### src/hw/rtl/sdra_pkg.sv
// ----------------------------------------------------------------------------
// sdra_pkg
// Shared constants, command codes and pipeline payload types for the
// scaled decimal row ALU.
// ----------------------------------------------------------------------------
package sdra_pkg;

  localparam int VALUE_W   = 64;
  localparam int HALF_W    = VALUE_W / 2;
  localparam int PROD_W    = 2 * VALUE_W;
  localparam int SCALE_W   = 5;
  localparam int MAX_SCALE = 18;
  localparam int POW_N     = MAX_SCALE + 1;

  // magnitude of the most negative value
  localparam logic [VALUE_W-1:0] MIN_MAG = {1'b1, {(VALUE_W-1){1'b0}}};

  typedef enum logic [2:0] {
    CMD_ADD = 3'd0,
    CMD_SUB = 3'd1,
    CMD_MUL = 3'd2,
    CMD_LT  = 3'd3,
    CMD_LE  = 3'd4,
    CMD_GT  = 3'd5,
    CMD_GE  = 3'd6,
    CMD_SEL = 3'd7
  } cmd_t;

  localparam logic [VALUE_W-1:0] POW10 [POW_N] = '{
    64'd1,
    64'd10,
    64'd100,
    64'd1000,
    64'd10000,
    64'd100000,
    64'd1000000,
    64'd10000000,
    64'd100000000,
    64'd1000000000,
    64'd10000000000,
    64'd100000000000,
    64'd1000000000000,
    64'd10000000000000,
    64'd100000000000000,
    64'd1000000000000000,
    64'd10000000000000000,
    64'd100000000000000000,
    64'd1000000000000000000
  };

  // fields that ride along with the multiplier
  typedef struct packed {
    cmd_t                       cmd;
    logic                       neg;
    logic signed [VALUE_W-1:0]  other;
    logic                       scaled_left;
    logic [SCALE_W-1:0]         scale;
    logic                       is_null;
  } side_t;

  typedef struct packed {
    side_t              side;
    logic [VALUE_W-1:0] mag_x;
    logic [VALUE_W-1:0] mag_y;
  } op_t;

  typedef struct packed {
    side_t              side;
    logic [VALUE_W-1:0] ll;
    logic [VALUE_W-1:0] lh;
    logic [VALUE_W-1:0] hl;
    logic [VALUE_W-1:0] hh;
  } pp_t;

  typedef struct packed {
    side_t             side;
    logic [PROD_W-1:0] mag;
  } sum_t;

  typedef struct packed {
    side_t                      side;
    logic signed [VALUE_W-1:0]  value;
    logic                       ovf;
  } prod_t;

  typedef struct packed {
    logic signed [VALUE_W-1:0]  value;
    logic [SCALE_W-1:0]         scale;
    logic                       is_null;
    logic                       cmp;
    logic                       ovf;
  } res_t;

  function automatic logic [VALUE_W-1:0] mag_of(input logic [VALUE_W-1:0] v);
    return v[VALUE_W-1] ? (~v + VALUE_W'(1)) : v;
  endfunction

endpackage

### src/hw/rtl/sdra_prod.sv
// ----------------------------------------------------------------------------
// sdra_prod
// Range check of the 128-bit product magnitude and conversion back to a
// signed 64-bit value.
// ----------------------------------------------------------------------------
module sdra_prod (
  input  sdra_pkg::sum_t  sum,
  output sdra_pkg::prod_t prod
);
  import sdra_pkg::*;

  logic [VALUE_W-1:0] lo;
  logic               fits;

  always_comb begin
    lo   = sum.mag[VALUE_W-1:0];
    // a negative product may reach the most negative value
    fits = (sum.mag[PROD_W-1:VALUE_W] == '0) &&
           (sum.side.neg ? (lo <= MIN_MAG) : !lo[VALUE_W-1]);

    prod.side  = sum.side;
    prod.ovf   = !fits;
    prod.value = '0;
    if (fits) begin
      prod.value = sum.side.neg ? (~lo + VALUE_W'(1)) : lo;
    end
  end

endmodule

### config.mk
export PLATFORM = sky130hd
export DESIGN_NAME = sdra_prod
export DESIGN_NICKNAME = d
export VERILOG_FILES = /design/src/hw/rtl/sdra_pkg.sv /design/src/hw/rtl/sdra_prod.sv
export SDC_FILE = /design/constraint.sdc
export NUM_CORES = 1
export LEC_CHECK = 0
export BUFFER_PORTS_ARGS = -buffer_cell sky130_fd_sc_hd__clkbuf_2
export CAP_MARGIN = 5
export CORE_AREA = 8 8 128 130
export DETAILED_ROUTE_END_ITERATION = 8
export DIE_AREA = 0 0 136 138
export PLACE_DENSITY = 0.61
export SETUP_SLACK_MARGIN = 0.3
export SYNTH_ARGS = -nofsm -noshare
export SYNTH_HDL_FRONTEND = slang
export SYNTH_SLANG_ARGS = --single-unit
### constraint.sdc
create_clock -name vclk -period 3.3
set_input_delay 0.165 -clock vclk [all_inputs]
set_output_delay 0.165 -clock vclk [all_outputs]
set_load 0.01 [all_outputs]
==> results.py, run 1 <==
metrics = {
    "sta": {
        "slew_headroom_pct": 54.7,
        "rsz0062_at_grt": "no",
        "finalMaxSlewViolations": 0,
        "period_share_pct": 82.7,
        "tns_ns": 0,
        "setup_viol": 0,
        "hold_viol": 0,
        "min_period_ns": 2.73,
        "fmax_mhz": 366,
        "worst_pin_slew_ns": 0.679,
    },
    "grt": {
        "first_global_vias": 3372,
        "antenna_found_initial": 0,
        "grt_max_degree": 47,
        "overflow": 0,
        "gr-usage-all-layers_pct": 12.7,
        "grt_first_pass_wirelength_um": 19400,
    },
    "route": {
        "finalWirelength_um": 13000,
        "wl_met2_um": 6140,
        "ant_nets": 0,
        "vias": 3382,
        "drc_errors": 0,
        "drtIter0Drc": 167,
        "top_layer_used": "met4",
        "met1_length_um": 5000,
        "wl_met3_um": 1290,
        "vias_per_cell": 4.72,
        "drtPass1Iterations": 4,
        "routedWlPerCell_um": 18.2,
    },
    "critical_path": {
        "cp.arrival_ns": 2.56,
        "path_class": "input port to primary output",
        "critPathLaunchType": "input port",
        "worstPathMaxFanout": 6,
        "required_ns": 3.13,
        "crit_path_end_kind": "primary output",
    },
    "final_layout": {
        "syn_to_final_growth_pct": 24.3,
        "antennaDiodeCount": 0,
        "clkbuf_count": 0,
        "stdcell_count": 716,
        "drive_above_1_share_pct": 43.4,
        "nNetsFinal": 738,
        "final_core_util_pct": 23.7,
        "seq_cells": 0,
        "final_area_mm2": 0.00339,
        "register_area_um2": 0,
    },
    "place": {
        "hpwl_um": 11500,
        "port_buffers": 195,
        "place_area_mm2": 0.00337,
        "place_inst": 716,
        "gp_congestion": 0.810,
    },
    "floorplan": {
        "initial_core_util_pct": 19.0,
        "die_area_mm2": 0.0188,
        "row_count": 44,
        "ios": 343,
        "die_h_um": 138,
        "core_area_mm2": 0.0143,
        "die_x_um": 136,
    },
    "logic_synthesis": {
        "syn_nets": 621,
        "ys_types": 45,
        "netlist_area_mm2": 0.00273,
        "synth_cells": 417,
        "synth_warnings": 0,
        "avgSynthCellArea_um2": 6.54,
        "ys_seq_area_share_pct": 0,
    },
    "power_and_ir_drop": {
        "p_total_w": 0.000255,
        "ir_drop_uv": 29.7,
        "powerDensity_mw_per_mm2": 75.3,
        "leakagePower_nw": 1.54,
    },
    "status": {
        "status": "finished, final reports clean",
    },
    "hold_path": {
        "min_path_type": "input port to primary output",
    },
    "job": {
        "max_cap_violations": 0,
    },
    "clock_tree": {
        "cts_hold_buf": 0,
    },
}
cells in the final DEF, fill, tap and decap left out, types with 8 or more instances in the layout:
cell type  instances
nor3_1             8
or3_1              9
clkbuf_2         195
nand4_1           10
nor4_1            26
buf_4             12
o31ai_1           18
nand2_1           25
xor2_1            58
o21ai_0           18
nand3_1            8
o41ai_1            8
nor2_1            73
or4_1             12
metrics by stage:
stage	hold slack, ns	setup WS (ns)
floorplan	0.422	0.933
detailed placement	0.330	0.326
CTS	0.330	0.323
finish	0.330	0.570
global route	0.330	0.316
global placement	0.330	0.393
synth_stat cells, types with 3 or more instances:
cell | count | area [um2]
or3_1 | 9 | 56.3
buf_2 | 3 | 15.0
nor4_1 | 27 | 169
clkbuf_1 | 10 | 37.5
or4_1 | 12 | 90.1
nand2b_1 | 3 | 18.8
buf_4 | 75 | 563
xor2_1 | 58 | 508
nand2_1 | 26 | 97.6
nor2b_1 | 5 | 31.3
nand3_1 | 9 | 45.0
buf_6 | 5 | 56.3
o31ai_1 | 19 | 143
nor3_1 | 8 | 40.0
nand4_1 | 10 | 62.6
inv_1 | 4 | 15.0
or2_2 | 4 | 25.0
o41ai_1 | 8 | 70.1
o21ai_0 | 18 | 90.1
nor2_1 | 73 | 274
power breakdown:
part / internal [W] / switching [W] / total, W / leakage [nW]
Clock: 0 / 0 / 0 / 0
Combinational: 0.000116 / 0.000139 / 0.000255 / 1.54
Sequential: 0 / 0 / 0 / 0
Total: 0.000116 / 0.000139 / 0.000255 / 1.54
cells by family (layout without fill, tap and decap cells):
group	after synthesis	after routing	share of synthesized area [%]
AOI/OAI and AO/OA	52	52	13.9
xor gates and xnor gates	60	60	19.3
adders and majority gates	1	1	0.459
buffers and inverters	97	212	25.2
muxes	1	1	0.367
and+or+nand+nor	206	206	40.8
critical path, stage by stage:
cell,delay [ns]
clkbuf_2,0.10
inv_1,0.07
ha_1,0.17
or3b_2,0.55
or2_4,0.32
or3_1,0.41
o41ai_2,0.40
xor2_1,0.11
nor2_1,0.12
clkbuf_2,0.15
final timing paths:
check	to	slack, ns	startpoint	cells past startpoint
worst min-delay path	prod[105]	0.33	sum[168]	0
worst max-delay path	prod[63]	0.57	sum[0]	10
final cells by class:
cell class / count / area [um2]
Fill cell: 1677 / 10900
Tap cell: 184 / 230
Timing Repair Buffer: 208 / 1090
Inverter: 4 / 15.0
Multi-Input combinational cell: 320 / 2060
metal layers:
layer	track usage [%]	vias to the layer above
met5	0	-
met1	14.9	1513
met4	5.32	0
met2	22.1	179
met3	2.25	50
li1	-	1640
what timing repair did:
| action | in CTS | in global routing |
|---|---|---|
| resized for setup | 0 | 3 |
| endpoints found under the setup margin | 0 | 62 |
| setup buffers | 0 | 0 |
Power figures use the tool's default switching activity.
==> run 2: changes to the inputs <==
PLACE_DENSITY = 0.63   (was 0.61)
clock period = 2.44 ns   (was 3.3 ns; I/O delays follow)
==> run 2 against run 1 <==
Against the previous run:
- the flow now finishes with violations (negative setup slack)
- critical path depth is 2 higher
- worst hold slack worse by 0.086 ns
- combinational power is 82% higher
- first-iteration DRC count is 30% lower
- setup slack worse by 0.57 ns
- non-clock buffer count is 76 higher
- sequential share of layout area stayed put
- design area is 40% higher
- critical path type unchanged
- highest routed layer unchanged
==> results.py, run 2 (synthesized netlist as in run 1, its figures left out) <==
metrics = {
    "status": {
        "status": "finished with violations",
        "violations": "negative setup slack",
    },
    "place": {
        "place_ws_ns": -0.174,
        "hpwl_um": 11800,
        "place_area_mm2": 0.00400,
        "port_buffers": 195,
        "gp_congestion": 0.809,
    },
    "hold_path": {
        "min_path_type": "input port to primary output",
    },
    "sta": {
        "fmax_mhz": 410,
        "layout_setup_ws_ns": -0.000250,
        "hold_viol": 0,
        "tns_ns": -0.000250,
        "min_period_ns": 2.44,
        "worst_pin_slew_ns": 0.489,
        "period_share_pct": 100,
        "setup_viol": 1,
        "finalMaxSlewViolations": 0,
        "rsz0062_at_grt": "yes",
        "slew_headroom_pct": 67.1,
        "hold_ws_ns": 0.244,
    },
    "final_layout": {
        "clkbuf_count": 0,
        "final_area_mm2": 0.00476,
        "fill_cells": 1541,
        "nNetsFinal": 815,
        "drive_above_1_share_pct": 66.7,
        "layout_commonest_cell": "clkbuf_2",
        "register_area_um2": 0,
        "syn_to_final_growth_pct": 74.6,
        "antennaDiodeCount": 0,
        "final_cell_mix": "161 x clkbuf_2, 76 x buf_4, 55 x xor2_1",
        "seq_cells": 0,
        "multi_input_area_mm2": 0.00262,
    },
    "critical_path": {
        "path_class": "input port to primary output",
        "crit_chain": "buf_6, or4_4, buf_6, buf_4, nor3_2, buf_4, nand4_1, buf_6, o41ai_2, xor2_1, nor2_4, buf_6",
        "cpMostUsedCell": "buf_6",
        "worstPathMaxFanout": 6,
        "required_ns": 2.32,
        "slowest_stage": "or4_4",
        "slowest_delay_ns": 0.56,
        "critPathLaunchType": "input port",
        "cp.arrival_ns": 2.32,
        "crit_path_end_kind": "primary output",
    },
    "route": {
        "drtPass1Iterations": 4,
        "drc_errors": 0,
        "finalWirelength_um": 14200,
        "routedWlPerCell_um": 17.9,
        "vias": 3671,
        "drtIter0Drc": 117,
        "ant_nets": 0,
        "vias_per_cell": 4.63,
    },
    "floorplan": {
        "die_h_um": 138,
        "initial_core_util_pct": 19.0,
        "ios": 343,
        "die_x_um": 136,
        "core_area_mm2": 0.0143,
        "row_count": 44,
        "die_area_mm2": 0.0188,
    },
    "power_and_ir_drop": {
        "ir_drop_uv": 56.7,
        "combPwrFrac_pct": 100.0,
        "seq_power_share_pct": 0,
        "clock_power_share_pct": 0,
        "internal_power_w": 0.000218,
        "powerDensity_mw_per_mm2": 97.5,
        "p_total_w": 0.000464,
        "switching_share_pct": 52.9,
        "power.switching_w": 0.000246,
        "leakagePower_nw": 2.12,
    },
    "grt": {
        "grt_first_pass_wirelength_um": 21300,
        "grt_max_degree": 37,
        "antenna_found_initial": 0,
        "overflow": 0,
        "gr-usage-all-layers_pct": 13.8,
        "first_global_vias": 3815,
    },
    "job": {
        "max_cap_violations": 0,
    },
}
-- run 2: cell count changes in the layout (fill, tap and decap cells not counted), sizes merged --
cell,change
nand2,+1
buf,+109
clkbuf,-33
-- run 2: worst max-delay path, delay by kind of cell --
kind / cells / cell delay [ns]
AO/OA/AOI/OAI: 1 / 0.25
AND/OR/NAND/NOR: 4 / 0.83
XOR/XNOR: 1 / 0.29
buffers and inverters: 6 / 0.84
-- run 2: metal layers --
metal	vias up	part of all wire [%]	global-route usage, %
li1	1797	-	-
met1	1694	42	17.2
met2	128	48	23.0
met3	52	6.3	2.64
met4	0	3.9	4.92
met5	-	0	0
-- run 2: path summary, 6_finish.rpt --
path / from / endpoint / slack [ns] / depth (start not counted)
worst max-delay path: sum[4] / prod[53] / -0.0003 / 12
worst min-delay path: sum[188] / prod[125] / 0.24 / 0
-- run 2: timing repair --
item	4_1_cts	5_1_grt
hold buffers	0	0
resized for setup	46	94
pin swaps	13	31
buffers inserted	5	8
cloned	4	0
endpoints found under the setup margin	65	65
-- run 2: power by group through the flow --
stage                     Combinational (W)  Sequential, W  Clock [W]
after floorplan                    0.000300              0          0
after global placement             0.000407              0          0
after detailed placement           0.000408              0          0
after CTS                          0.000438              0          0
after global routing               0.000506              0          0
final                              0.000464              0          0
-- run 2: layout make-up --
| cell class | count | area share, % |
|---|---|---|
| multi-input cells | 321 | 55.0 |
| inverters | 4 | 0.316 |
| repair buffers | 284 | 39.9 |
| well taps | 184 | 4.84 |
-- run 2: stage by stage --
stage,cells,util (%)
2_1_floorplan,417,-
4_1_cts,785,30.7
6_report,793,33.2
5_1_grt,793,33.2
3_5_place_dp,776,27.9
3_3_place_gp,776,27.9
==> run 3: changes to the inputs <==
CORE_AREA = 8 8 126 128   (was 8 8 128 130)
DIE_AREA = 0 0 134 136   (was 0 0 136 138)
clock period = 2.4 ns   (was 2.44 ns; I/O delays follow)
==> run 3 against run 2 <==
Against the previous run:
- the run still ends with negative setup slack left
- worst hold slack worse by 0.0040 ns
- total power grew 2.8%
- routed wire length is 3.3% lower
- clock-buffer cell count unchanged
- via count grew 0.60%
- cell count is 0.63% higher
- highest routed layer unchanged
==> results.py, run 3 (synthesized netlist as in run 1, its figures left out) <==
metrics = {
    "critical_path": {
        "slowest_delay_ns": 0.54,
        "critical_path_depth": 8,
        "crit_family": "simple AND/OR/NAND/NOR gates",
        "slowest_stage": "or4_4",
        "worst-path-buf-inv": 2,
        "worstPathMaxFanout": 4,
        "crit_chain": "clkbuf_2, or4_4, nor4bb_1, nand4_1, or2_1, or4b_4, a41oi_2, buf_4",
        "path_class": "input port to primary output",
        "cp.arrival_ns": 2.32,
        "required_ns": 2.28,
        "critPathLaunchType": "input port",
        "crit_path_end_kind": "primary output",
    },
    "sta": {
        "finalMaxSlewViolations": 0,
        "min_period_ns": 2.44,
        "layout_setup_ws_ns": -0.0412,
        "period_share_pct": 102,
        "hold_viol": 0,
        "setup_viol": 7,
        "slew_headroom_pct": 68.8,
        "tns_ns": -0.0766,
        "fmax_mhz": 410,
        "worst_pin_slew_ns": 0.464,
        "rsz0062_at_grt": "yes",
    },
    "final_layout": {
        "nNetsFinal": 820,
        "clkbuf_count": 0,
        "drive_above_1_share_pct": 64.0,
        "multi_input_area_mm2": 0.00248,
        "final_cell_mix": "169 x clkbuf_2, 89 x buf_4, 55 x xor2_1",
        "final_core_util_pct": 32.6,
        "final_area_mm2": 0.00458,
        "seq_cells": 0,
        "layout_commonest_cell": "clkbuf_2",
        "syn_to_final_growth_pct": 68.2,
        "register_area_um2": 0,
        "fill_cells": 1545,
        "antennaDiodeCount": 0,
    },
    "floorplan": {
        "die_h_um": 136,
        "core_area_mm2": 0.0140,
        "initial_core_util_pct": 19.4,
        "ios": 343,
        "die_x_um": 134,
        "die_area_mm2": 0.0182,
        "row_count": 44,
    },
    "route": {
        "ant_nets": 0,
        "vias_per_cell": 4.63,
        "finalWirelength_um": 13700,
        "drc_errors": 0,
        "vias": 3693,
        "drtPass1Iterations": 4,
        "routedWlPerCell_um": 17.2,
        "drtIter0Drc": 132,
    },
    "hold_path": {
        "min_path_type": "input port to primary output",
        "whs_path_depth": 0,
    },
    "grt": {
        "grt_first_pass_wirelength_um": 20900,
        "grt_max_degree": 36,
        "antenna_found_initial": 0,
        "overflow": 0,
        "gr-usage-all-layers_pct": 14.2,
        "first_global_vias": 3822,
    },
    "status": {
        "status": "finished with violations",
        "violations": "negative setup slack",
    },
    "power_and_ir_drop": {
        "p_total_w": 0.000477,
        "ir_drop_uv": 37.1,
        "powerDensity_mw_per_mm2": 104,
        "leakagePower_nw": 2.08,
    },
    "job": {
        "max_cap_violations": 0,
    },
    "place": {
        "place_area_mm2": 0.00419,
        "port_buffers": 195,
        "place_ws_ns": -0.248,
        "gp_congestion": 0.896,
        "hpwl_um": 12100,
    },
    "clock_tree": {
        "cts_hold_buf": 0,
    },
}
[run 3: path summary, 6_finish.rpt]
kind / start / end / slack [ns]
max: sum[46] / prod[60] / -0.04
min: sum[196] / prod[133] / 0.24
[run 3: what timing repair did]
item                       4_1_cts  5_1_grt
cloned                           0        0
resized for setup               31       45
setup endpoints to repair       65       65
buffers inserted                 6        2
pin swaps                       13        7
[run 3: where the power goes]
group | internal (W) | switching [W] | total, W
Combinational | 0.000231 | 0.000246 | 0.000477
Clock | 0 | 0 | 0
Sequential | 0 | 0 | 0
Total | 0.000231 | 0.000246 | 0.000477
[run 3: cell type report]
type                       instances  share of cell area (%)
inverter                           4                   0.437
multi-input combinational        320                    54.2
tap                              184                    5.02
timing repair buffer             290                    40.3
[run 3: stage by stage]
stage,hold WS [ns],cells
after floorplan,0.332,417
after global placement,0.240,790
after detailed placement,0.240,790
after CTS,0.240,796
after global routing,0.240,798
final,0.240,798
[run 3: metal layers]
| metal | vias to the layer above | GRT usage, % | wire, um |
|---|---|---|---|
| met5 | - | 0 | 0 |
| met4 | 0 | 4.68 | 478 |
| met3 | 52 | 2.44 | 935 |
| met2 | 116 | 24.6 | 6670 |
| met1 | 1725 | 17.3 | 5660 |
| li1 | 1800 | - | - |
